**src/mml_pkg.sv**
```systemverilog
// Package for the MML note event parser: payload structs, parser state codes,
// command codes, frequency table and shared constants. No dependencies.
`default_nettype none
package mml_pkg;

  localparam int unsigned MaxEventsDef = 256;
  localparam int unsigned NumLimit     = 100000;
  localparam int unsigned DivBits      = 29;   // 360000000 and tempo*length fit in 29 bits

  typedef struct packed {
    logic       func;
    logic [7:0] ch;
  } mml_in_t;

  typedef struct packed {
    logic [1:0]  kind;
    logic [21:0] frequency_q8;
    logic [23:0] duration_us;
    logic [13:0] gap_us;
    logic [3:0]  volume;
    logic        end_of_track;
  } mml_out_t;

  typedef enum logic [1:0] {
    KIND_NOTE  = 2'd0,
    KIND_REST  = 2'd1,
    KIND_ERROR = 2'd2,
    KIND_END   = 2'd3
  } mml_kind_t;

  typedef enum logic [1:0] {
    MODE_IDLE   = 2'd0,
    MODE_CMD    = 2'd1,
    MODE_LETTER = 2'd2,
    MODE_LEN    = 2'd3
  } mml_mode_t;

  typedef enum logic [1:0] {
    CMD_O = 2'd0,
    CMD_L = 2'd1,
    CMD_T = 2'd2,
    CMD_V = 2'd3
  } mml_cmd_t;

  typedef enum logic [2:0] {
    SEQ_IDLE  = 3'd0,
    SEQ_PARSE = 3'd1,
    SEQ_MUL   = 3'd2,
    SEQ_DIV   = 3'd3,
    SEQ_GAP   = 3'd4,
    SEQ_OUT   = 3'd5
  } mml_seq_t;

  // request from sequencer to the divider
  typedef struct packed {
    logic               start;
    logic [DivBits-1:0] dividend;
    logic [DivBits-1:0] divisor;
  } mml_div_req_t;

  typedef struct packed {
    logic              busy;
    logic              done;
    logic [DivBits-1:0] quotient;
  } mml_div_rsp_t;

  // octave-9 frequencies in Q16, C9..B9
  function automatic logic [29:0] freq_o9(input logic [3:0] idx);
    logic [29:0] f;
    case (idx)
      4'd0:    f = 30'd548668578;
      4'd1:    f = 30'd581294109;
      4'd2:    f = 30'd615859655;
      4'd3:    f = 30'd652480576;
      4'd4:    f = 30'd691279090;
      4'd5:    f = 30'd732384684;
      4'd6:    f = 30'd775934544;
      4'd7:    f = 30'd822074013;
      4'd8:    f = 30'd870957077;
      4'd9:    f = 30'd922746880;
      4'd10:   f = 30'd977616265;
      4'd11:   f = 30'd1035748353;
      default: f = 30'd0;
    endcase
    return f;
  endfunction

endpackage
`default_nettype wire

```
**src/mml_note_event_parser.sv**
```systemverilog
// Top level of the MML note event parser: character parser, event sequencer
// and output register. Depends on mml_pkg and mml_div.
//
//  channel | ports                         | direction
//  in      | in_valid, in_ready, in_data   | characters and end of string
//  out     | out_valid, out_ready, out_data| note, rest, error, end events
//  cfg     | cfg_we, cfg_wdata             | default volume write
//
// A character that forms no event goes from parsing back to idle. An event
// that needs a duration is parsed while tempo times length is formed, then
// the divider is started and delivers 29 quotient bits and a done flag, the
// 15% gap step runs and the result register is loaded. Errors and end markers
// go from parsing straight to the load. Synchronous reset returns to the
// string start state. in_ready is low while an item is in work; a finished
// event waits in its last state while the result register is still full.
`default_nettype none
module mml_note_event_parser #(
  parameter int unsigned MAX_EVENTS = mml_pkg::MaxEventsDef
) (
  input  wire logic             clk,
  input  wire logic             rst_n,
  input  wire logic             in_valid,
  output logic                  in_ready,
  input  wire mml_pkg::mml_in_t in_data,
  output logic                  out_valid,
  input  wire logic             out_ready,
  output mml_pkg::mml_out_t     out_data,
  input  wire logic             cfg_we,
  input  wire logic [3:0]       cfg_wdata
);
  import mml_pkg::*;

  localparam int EcW = $clog2(MAX_EVENTS + 1);

  // parser state
  mml_mode_t   mode_r, mode_nxt;
  mml_cmd_t    cmd_r, cmd_nxt;
  logic [3:0]  oct_r, oct_nxt;
  logic [6:0]  dlen_r, dlen_nxt;
  logic [7:0]  tempo_r, tempo_nxt;
  logic [3:0]  vol_r, vol_nxt;
  logic [3:0]  dvol_r;
  logic [4:0]  semi_r, semi_nxt;
  logic        rest_r, rest_nxt;
  logic [19:0] acc_r, acc_nxt;
  logic        dig_r, dig_nxt;
  logic [EcW-1:0] ec_r, ec_nxt;
  logic        ovf_r, ovf_nxt;

  // sequencer
  mml_seq_t    seq_r, seq_nxt;
  mml_in_t     item_r;
  logic        dot_r, dot_nxt;
  logic        eot_r, eot_nxt;
  mml_kind_t   kind_r, kind_nxt;
  logic [27:0] prod_r, prod_nxt;
  logic [23:0] dur_r, dur_nxt;
  logic [13:0] gap_r, gap_nxt;
  logic [21:0] frq_r, frq_nxt;
  logic        ov_r;
  mml_out_t    ov_data_r, res_data;
  logic        res_load;

  mml_div_req_t dreq;
  mml_div_rsp_t drsp;

  mml_div u_div (.clk(clk), .rst_n(rst_n), .req(dreq), .rsp(drsp));

  logic [7:0]  c;
  logic        is_digit;
  logic [3:0]  dval;
  logic [19:0] acc_dig;
  logic        is_acc;
  logic        note_end;
  logic [19:0] len;
  logic [6:0]  n7;
  logic [12:0] n_mul;
  logic [3:0]  n_q;
  logic [3:0]  n_oct, n_idx;
  logic [4:0]  shamt;
  logic [29:0] ftab;
  logic [27:0] dur15;
  logic [40:0] gprod;
  logic [13:0] gapq;

  assign in_ready = (seq_r == SEQ_IDLE);

  // character decode
  always_comb begin
    c = item_r.ch;
    if (c >= 8'h61 && c <= 8'h7a) c = c - 8'd32;
    is_digit = (item_r.ch >= 8'h30 && item_r.ch <= 8'h39);
    dval     = item_r.ch[3:0];
    acc_dig  = (acc_r < 20'(NumLimit)) ? 20'(acc_r * 20'd10 + 20'(dval)) : acc_r;
    is_acc   = (mode_r == MODE_LETTER) && !rest_r &&
               (item_r.ch == 8'h23 || item_r.ch == 8'h2b || item_r.ch == 8'h2d);
  end

  // parser step, run once per accepted item in SEQ_PARSE, plus trailing-character and end-of-string handling in SEQ_OUT
  always_comb begin
    mode_nxt  = mode_r;  cmd_nxt = cmd_r;  oct_nxt = oct_r;  dlen_nxt = dlen_r;
    tempo_nxt = tempo_r; vol_nxt = vol_r;  semi_nxt = semi_r; rest_nxt = rest_r;
    acc_nxt   = acc_r;   dig_nxt = dig_r;  ec_nxt = ec_r;    ovf_nxt = ovf_r;
    dot_nxt   = dot_r;   eot_nxt = eot_r;  note_end = 1'b0;  kind_nxt = kind_r;
    if (seq_r == SEQ_PARSE) begin
      eot_nxt  = item_r.func;
      dot_nxt  = 1'b0;
      kind_nxt = KIND_END;
      if (item_r.func) begin
        if (!ovf_r && (mode_r == MODE_LETTER || mode_r == MODE_LEN)) begin
          note_end = 1'b1;
        end else if (!ovf_r && mode_r == MODE_CMD && dig_r) begin
          case (cmd_r)
            CMD_O: if (acc_r >= 20'd1 && acc_r <= 20'd8) oct_nxt = acc_r[3:0];
            CMD_L: if (acc_r >= 20'd1 && acc_r <= 20'd64) dlen_nxt = acc_r[6:0];
            CMD_T: if (acc_r >= 20'd32 && acc_r <= 20'd255) tempo_nxt = acc_r[7:0];
            default: vol_nxt = (acc_r > 20'd15) ? 4'd15 : acc_r[3:0];
          endcase
        end
      end else if (!ovf_r) begin
        if (mode_r == MODE_CMD && is_digit) begin
          acc_nxt = acc_dig;
          dig_nxt = 1'b1;
        end else if ((mode_r == MODE_LETTER || mode_r == MODE_LEN) && (is_acc || is_digit))
        begin
          if (is_acc) semi_nxt = (item_r.ch == 8'h2d) ? semi_r - 5'd1 : semi_r + 5'd1;
          else begin
            acc_nxt = acc_dig;
            dig_nxt = 1'b1;
          end
          mode_nxt = MODE_LEN;
        end else if (mode_r == MODE_LETTER || mode_r == MODE_LEN) begin
          note_end = 1'b1;
          dot_nxt  = (item_r.ch == 8'h2e);
        end else begin
          // command close, then idle handling of this character
          if (mode_r == MODE_CMD && dig_r) begin
            case (cmd_r)
              CMD_O: if (acc_r >= 20'd1 && acc_r <= 20'd8) oct_nxt = acc_r[3:0];
              CMD_L: if (acc_r >= 20'd1 && acc_r <= 20'd64) dlen_nxt = acc_r[6:0];
              CMD_T: if (acc_r >= 20'd32 && acc_r <= 20'd255) tempo_nxt = acc_r[7:0];
              default: vol_nxt = (acc_r > 20'd15) ? 4'd15 : acc_r[3:0];
            endcase
          end
          mode_nxt = MODE_IDLE;
          case (c)
            8'h4f, 8'h4c, 8'h54, 8'h56: begin
              cmd_nxt  = (c == 8'h4f) ? CMD_O : (c == 8'h4c) ? CMD_L :
                         (c == 8'h54) ? CMD_T : CMD_V;
              acc_nxt  = '0;
              dig_nxt  = 1'b0;
              mode_nxt = MODE_CMD;
            end
            8'h3e: if (oct_nxt < 4'd8) oct_nxt = oct_nxt + 4'd1;
            8'h3c: if (oct_nxt > 4'd1) oct_nxt = oct_nxt - 4'd1;
            8'h41, 8'h42, 8'h43, 8'h44, 8'h45, 8'h46, 8'h47, 8'h52: begin
              rest_nxt = (c == 8'h52);
              case (c)
                8'h41:   semi_nxt = 5'd10;
                8'h42:   semi_nxt = 5'd12;
                8'h43:   semi_nxt = 5'd1;
                8'h44:   semi_nxt = 5'd3;
                8'h45:   semi_nxt = 5'd5;
                8'h46:   semi_nxt = 5'd6;
                8'h47:   semi_nxt = 5'd8;
                default: semi_nxt = 5'd1;
              endcase
              acc_nxt  = '0;
              dig_nxt  = 1'b0;
              mode_nxt = MODE_LETTER;
            end
            default: ;
          endcase
        end
      end
      if (note_end) begin
        mode_nxt = MODE_IDLE;
        if (ec_r >= EcW'(MAX_EVENTS)) begin
          ovf_nxt  = 1'b1;
          kind_nxt = KIND_ERROR;
        end else begin
          ec_nxt   = ec_r + 1'b1;
          kind_nxt = rest_r ? KIND_REST : KIND_NOTE;
        end
      end
    end else if (seq_r == SEQ_OUT && res_load) begin
      // trailing character after a note, handled as idle text; end of string resets the parser state
      if (!eot_r && !ovf_r && !dot_r) begin
        case (c)
          8'h4f, 8'h4c, 8'h54, 8'h56: begin
            cmd_nxt  = (c == 8'h4f) ? CMD_O : (c == 8'h4c) ? CMD_L :
                       (c == 8'h54) ? CMD_T : CMD_V;
            acc_nxt  = '0;
            dig_nxt  = 1'b0;
            mode_nxt = MODE_CMD;
          end
          8'h3e: if (oct_r < 4'd8) oct_nxt = oct_r + 4'd1;
          8'h3c: if (oct_r > 4'd1) oct_nxt = oct_r - 4'd1;
          8'h41, 8'h42, 8'h43, 8'h44, 8'h45, 8'h46, 8'h47, 8'h52: begin
            rest_nxt = (c == 8'h52);
            case (c)
              8'h41:   semi_nxt = 5'd10;
              8'h42:   semi_nxt = 5'd12;
              8'h43:   semi_nxt = 5'd1;
              8'h44:   semi_nxt = 5'd3;
              8'h45:   semi_nxt = 5'd5;
              8'h46:   semi_nxt = 5'd6;
              8'h47:   semi_nxt = 5'd8;
              default: semi_nxt = 5'd1;
            endcase
            acc_nxt  = '0;
            dig_nxt  = 1'b0;
            mode_nxt = MODE_LETTER;
          end
          default: ;
        endcase
      end
      if (eot_r) begin
        mode_nxt = MODE_IDLE; cmd_nxt = CMD_O; oct_nxt = 4'd4; dlen_nxt = 7'd4;
        tempo_nxt = 8'd120; vol_nxt = dvol_r; semi_nxt = '0; rest_nxt = 1'b0;
        acc_nxt = '0; dig_nxt = 1'b0; ec_nxt = '0; ovf_nxt = 1'b0;
      end
    end
  end

  // note arithmetic operands
  always_comb begin
    len   = (dig_r && acc_r != 20'd0) ? acc_r : 20'(dlen_r);
    n7    = 7'(semi_r) + 7'(oct_r) * 7'd12 - 7'd1;
    // n/12 as n*43>>9, exact over the note range
    n_mul = 13'(n7) * 13'd43;
    n_q   = n_mul[12:9];
    n_idx = 4'(n7 - 7'(n_q) * 7'd12);
    n_oct = (n_q > 4'd9) ? 4'd9 : n_q;
    shamt = 5'd17 - 5'(n_oct);
    ftab  = freq_o9(n_idx);
    dur15 = 28'(dur_r) * 28'd15;
    // x/100 as x*ceil(2^27/100)>>27, exact below 2^20; larger values clamp
    gprod = 41'(dur15[19:0]) * 41'd1342178;
    gapq  = (dur15 >= 28'd1000000) ? 14'd10000 : gprod[40:27];
  end

  // sequencer next state
  always_comb begin
    seq_nxt = seq_r;
    case (seq_r)
      SEQ_IDLE:  if (in_valid && in_ready) seq_nxt = SEQ_PARSE;
      SEQ_PARSE: begin
        if (note_end && !(ec_r >= EcW'(MAX_EVENTS))) seq_nxt = SEQ_MUL;
        else if (note_end || item_r.func) seq_nxt = SEQ_OUT;
        else seq_nxt = SEQ_IDLE;
      end
      SEQ_MUL:   seq_nxt = SEQ_DIV;
      SEQ_DIV:   if (drsp.done) seq_nxt = SEQ_GAP;
      SEQ_GAP:   seq_nxt = SEQ_OUT;
      SEQ_OUT:   if (res_load) seq_nxt = SEQ_IDLE;
      default:   seq_nxt = SEQ_IDLE;
    endcase
  end

  // sequencer outputs
  always_comb begin
    prod_nxt = prod_r;
    dur_nxt  = dur_r;
    gap_nxt  = gap_r;
    frq_nxt  = frq_r;
    dreq.start    = 1'b0;
    dreq.dividend = dot_r ? DivBits'(360000000) : DivBits'(240000000);
    case (seq_r)
      SEQ_PARSE: begin
        prod_nxt = 28'(tempo_r) * 28'(len);
        frq_nxt  = 22'(ftab >> shamt);
        dur_nxt  = '0;
        gap_nxt  = '0;
      end
      SEQ_MUL: begin
        if (prod_r == 28'd0) prod_nxt = 28'd1;
        dreq.start = 1'b1;
      end
      SEQ_DIV: if (drsp.done) dur_nxt = drsp.quotient[23:0];
      SEQ_GAP: gap_nxt = gapq;
      default: ;
    endcase
    dreq.divisor = (prod_r == 28'd0) ? DivBits'(1) : DivBits'(prod_r);
  end

  // result assembly
  always_comb begin
    res_load = (seq_r == SEQ_OUT) && !ov_r;
    res_data = '0;
    res_data.end_of_track = eot_r;
    res_data.kind         = kind_r;
    if (kind_r == KIND_NOTE || kind_r == KIND_REST) begin
      res_data.frequency_q8 = (kind_r == KIND_REST) ? 22'd0 : frq_r;
      res_data.duration_us  = dur_r;
      res_data.gap_us       = (kind_r == KIND_REST) ? 14'd0 : gap_r;
      res_data.volume       = vol_r;
    end
  end

  always_ff @(posedge clk) begin
    if (!rst_n) begin
      seq_r <= SEQ_IDLE;  mode_r <= MODE_IDLE; cmd_r <= CMD_O; oct_r <= 4'd4;
      dlen_r <= 7'd4; tempo_r <= 8'd120; vol_r <= 4'd15; dvol_r <= 4'd15;
      semi_r <= '0; rest_r <= 1'b0; acc_r <= '0; dig_r <= 1'b0; ec_r <= '0;
      ovf_r <= 1'b0; ov_r <= 1'b0; dot_r <= 1'b0; eot_r <= 1'b0;
      kind_r <= KIND_END;
    end else begin
      seq_r <= seq_nxt; mode_r <= mode_nxt; cmd_r <= cmd_nxt; oct_r <= oct_nxt;
      dlen_r <= dlen_nxt; tempo_r <= tempo_nxt; vol_r <= vol_nxt;
      semi_r <= semi_nxt; rest_r <= rest_nxt; acc_r <= acc_nxt; dig_r <= dig_nxt;
      ec_r <= ec_nxt; ovf_r <= ovf_nxt; dot_r <= dot_nxt; eot_r <= eot_nxt;
      kind_r <= kind_nxt;
      if (cfg_we) dvol_r <= cfg_wdata;
      if (res_load) ov_r <= 1'b1;
      else if (out_ready) ov_r <= 1'b0;
    end
    if (in_valid && in_ready) item_r <= in_data;
    prod_r <= prod_nxt; dur_r <= dur_nxt; gap_r <= gap_nxt; frq_r <= frq_nxt;
    if (res_load) ov_data_r <= res_data;
  end

  assign out_valid = ov_r;
  assign out_data  = ov_data_r;
endmodule
`default_nettype wire

```
**src/mml_div.sv**
```systemverilog
// Restoring divider, one quotient bit per cycle, used by the duration work.
// Depends on mml_pkg.
`default_nettype none
module mml_div (
  input  wire logic                  clk,
  input  wire logic                  rst_n,
  input  wire mml_pkg::mml_div_req_t req,
  output mml_pkg::mml_div_rsp_t      rsp
);
  import mml_pkg::*;

  localparam int CntW = $clog2(DivBits + 1);

  logic [DivBits-1:0] quo_r, quo_nxt;
  logic [DivBits-1:0] rem_r, rem_nxt;
  logic [DivBits-1:0] dsr_r, dsr_nxt;
  logic [CntW-1:0]    cnt_r, cnt_nxt;
  logic               busy_r, busy_nxt;
  logic               done_r, done_nxt;
  logic [DivBits-1:0] trial;
  logic [DivBits:0]   diff;

  // one shift-subtract step per cycle; remainder stays below the divisor
  always_comb begin
    quo_nxt  = quo_r;
    rem_nxt  = rem_r;
    dsr_nxt  = dsr_r;
    cnt_nxt  = cnt_r;
    busy_nxt = busy_r;
    done_nxt = 1'b0;
    trial    = {rem_r[DivBits-2:0], quo_r[DivBits-1]};
    diff     = {1'b0, trial} - {1'b0, dsr_r};
    if (req.start) begin
      quo_nxt  = req.dividend;
      rem_nxt  = '0;
      dsr_nxt  = req.divisor;
      cnt_nxt  = CntW'(DivBits);
      busy_nxt = 1'b1;
    end else if (busy_r) begin
      if (!diff[DivBits]) begin
        rem_nxt = diff[DivBits-1:0];
        quo_nxt = {quo_r[DivBits-2:0], 1'b1};
      end else begin
        rem_nxt = trial;
        quo_nxt = {quo_r[DivBits-2:0], 1'b0};
      end
      cnt_nxt = cnt_r - 1'b1;
      if (cnt_r == CntW'(1)) begin
        busy_nxt = 1'b0;
        done_nxt = 1'b1;
      end
    end
  end

  always_ff @(posedge clk) begin
    if (!rst_n) begin
      busy_r <= 1'b0;
      done_r <= 1'b0;
      cnt_r  <= '0;
    end else begin
      busy_r <= busy_nxt;
      done_r <= done_nxt;
      cnt_r  <= cnt_nxt;
    end
    quo_r <= quo_nxt;
    rem_r <= rem_nxt;
    dsr_r <= dsr_nxt;
  end

  assign rsp.busy     = busy_r;
  assign rsp.done     = done_r;
  assign rsp.quotient = quo_r;
endmodule
`default_nettype wire

```
**config.mk**
```make
export PLATFORM = sky130hd
export DESIGN_NAME = mml_note_event_parser
export DESIGN_NICKNAME = d
export VERILOG_FILES = /design/src/mml_pkg.sv /design/src/mml_note_event_parser.sv /design/src/mml_div.sv
export SDC_FILE = /design/constraint.sdc
export NUM_CORES = 2
export LEC_CHECK = 0
export ABC_AREA = 1
export ABC_CLOCK_PERIOD_IN_PS = 23700
export BUFFER_PORTS_ARGS = -buffer_cell sky130_fd_sc_hd__clkbuf_2
export CORE_ASPECT_RATIO = 0.75
export CORE_UTILIZATION = 60
export CTS_CLUSTER_DIAMETER = 100
export DETAILED_ROUTE_END_ITERATION = 7
export GPL_TIMING_DRIVEN = 0
export PLACE_DENSITY_LB_ADDON = 0.15
export SLEW_MARGIN = 30
export SYNTH_ARGS = -nofsm -noshare
export SYNTH_HDL_FRONTEND = slang
export SYNTH_SLANG_ARGS = --single-unit
```
**constraint.sdc**
```tcl
create_clock -name clk -period 23.7 [get_ports clk]
set_input_delay 2.37 -clock clk [delete_from_list [all_inputs] [get_ports clk]]
set_output_delay 2.37 -clock clk [all_outputs]
set_load 0.005 [all_outputs]
```
==> results.cfg <==
[outcome]
status = finished, final reports clean

[floorplanning]
coreArea_um2 = 59300
die_area_um2 = 61500
fp-row-count = 77
die_h_um = 215
ioPinCount = 87
initial_core_util_pct = 61.1
fp.dieW_um = 286

[setup_path]
arrival_ns = 10.34
crit_fanout = 7
cpPeakStageDelay_ns = 0.67
critPathKind = register to register
cp-end-kind = register
crit_required_ns = 23.98
startpoint_type = register
cp_slowest_cell = xor2_1
crit_top_cell = inv_1

[global_route]
grt_pass1_wl_um = 151000
grtUsageTotal_pct = 30.7
grt_pass1_vias = 28966
overflow = 0
grt_max_degree = 28
grt_antenna_before_repair = 1

[yosys]
synth-compound-area-share_pct = 9.70
ys_warn_count = 0
synth_nets = 5377
synth.distinct_cells = 58
async_reset_ff_share_pct = 0
synthMuxAreaShare_pct = 0
synth-adder-area-share_pct = 31.4
yosysSeqAreaShare_pct = 24.4
ys.flop_type = edfxtp_1
synth-seq-cells = 332
synth_edf_count = 221
synth_top_family_by_area = adder cells
synthXorXnorAreaFrac_pct = 2.43
syn_area_per_cell_um2 = 7.83
syn-cell-area_um2 = 36300
synthSimpleGateAreaFrac_pct = 21.0
synth_cells = 4631

[clock_network]
cts.sinks = 332
hold_buffers = 0
htreeDepth = 2
clk_latency_ns = 0.56
clk_path_buf_depth = 3
clk_pin_slew_ns = 0.06
post_cts_buffers = 0
clockRootBuffer = clkbuf_16
numCtsBuffers = 38
cts_tree = yes
cts_resized = 0

[finish]
most-common-layout-cells = 922 x inv_1, 824 x nand2_1, 431 x nor2_1, 425 x ha_1, 365 x nand3_1
diodes = 0
instances_no_fill = 5585
post-route-util_pct = 66.2
num-fill-cells = 5188
layout.nets = 5512
stdcell_area_um2 = 39300
mostFrequentLayoutCell = inv_1
syn2layout_area_growth_pct = 8.31
drive_gt1_share_pct = 5.82

[placed_design]
io_buffer_count = 86
post_dp_cell_area_um2 = 38000
hpwl_um = 77400
dp_cells = 5516
routabilityCongestion = 0.991

[job]
maxCapViolCount = 0

[sta]
maxSlewHeadroom_pct = 34.9
clock_skew_ns = 0.0213
fin_crit_sh_pct = 42.4
tightestPinTransition_ns = 0.977
slew_violations = 0
finalHoldViolCount = 0
tns_ns = 0
min_period_ns = 10.05
fmax_ghz = 0.0995
rsz0062_at_grt = no
final-setup-viol-count = 0

[hold_path]
hp-class = register to register

[detailed_routing]
wl_um = 93500
via_per_inst = 5.56
drc_errors = 0
ant_nets = 0
dr.pass1.iters = 8
drtIter0Drc = 2981
wl_per_cell_um = 16.7
vias = 31025
worst max-delay path, delay by kind of cell (launching register included):
| family | cells | cell delay [ns] |
|---|---|---|
| simple gates | 3 | 0.65 |
| fa+ha+maj | 11 | 4.73 |
| compound gates | 8 | 1.87 |
| xor+xnor | 2 | 0.85 |
| buf+inv | 9 | 1.26 |
| flops | 1 | 0.42 |
cell usage after synthesis, types with 3 or more instances:
cell      count  area [µm²]
inv_1       922        3460
nand2_1     825        3100
nor2_1      431        1620
ha_1        425        5320
nand3_1     365        1830
fa_1        303        6070
a21oi_1     258        1290
edfxtp_1    221        6640
o21ai_0     213        1070
dfxtp_1     111        2220
clkbuf_1     78         293
xor2_1       68         596
nor3_1       46         230
nand4_1      40         250
o211ai_1     33         248
xnor2_1      29         254
buf_2        26         130
or2_2        18         113
a21o_1       16         120
o21a_1       16         120
o21bai_1     14         105
inv_2        13        48.8
nand2_2      12        75.1
nor2_2       11        68.8
nor4_1       11        68.8
o21ai_1      11        55.1
a211oi_1     10        75.1
buf_1         9        33.8
nor2_4        9         101
o31ai_1       9        67.6
a21boi_0      8        60.1
a31oi_1       7        43.8
clkinv_1      7        26.3
nand3b_1      7        52.6
o21ai_2       7        61.3
o22ai_1       6        37.5
a21oi_2       4        35.0
nor3_2        3        30.0
metal layers:
metal	global-route usage [%]	part of all wire, %	vias to the layer above
li1	-	-	15112
met1	49.8	49	14573
met2	41.7	39	1253
met3	6.49	10	87
met4	5.13	1.3	0
met5	0	0	-
registers in the layout (all words and copies together) (netlist names), 3 cells and up:
signal,flops
acc_r,20
dlen_r,7
dur_r,24
dval,4
dvol_r,4
ec_r,9
frq_r,22
gap_r,14
item_r,5
oct_r,4
out_data,67
prod_r,28
semi_r,5
seq_r,3
tempo_r,8
u_div.cnt_r,5
u_div.dsr_r,28
u_div.quo_r,29
u_div.rem_r,28
vol_r,4
final cells by class:
cell class,count,area (µm²),share of cell area (%)
buffer,116,489,1.25
inverter,942,3540,9.00
tap,790,988,2.52
multi-input combinational,3241,23500,59.7
clock buffer,49,1040,2.66
clock inverter,20,272,0.691
timing repair buffer,95,643,1.64
sequential,332,8860,22.5
cells by family (layout without fill, tap and decap cells):
logic type	Yosys count	in the layout
XOR/XNOR	99	99
flip-flops	332	332
buffers and inverters	1058	1222
AND/OR/NAND/NOR	1788	1788
AO/OA/AOI/OAI	626	626
adder cells (fa/ha/maj)	728	728
final timing paths:
| path | depth (start not counted) | slack, ns | end | start |
|---|---|---|---|---|
| setup / recovery | 33 | 13.65 | gap_r[13] | dur_r[11] |
| hold / removal | 2 | 0.46 | dlen_r[5] | dlen_r[5] |
| setup reg to reg | 33 | 13.65 | gap_r[13] | dur_r[11] |
| hold reg to reg | 2 | 0.46 | dlen_r[5] | dlen_r[5] |
per-stage QoR:
| stage | worst slack, ns | hold slack (ns) |
|---|---|---|
| after global placement | 13.63 | 0.442 |
| after floorplan | 15.30 | 0.423 |
| after detailed placement | 13.58 | 0.451 |
| after global routing | 13.05 | 0.479 |
| after CTS | 13.56 | 0.460 |
| final | 13.65 | 0.459 |
Power is not shown: default switching activity piles up to over one toggle a cycle in this logic, so the estimate is an artifact.
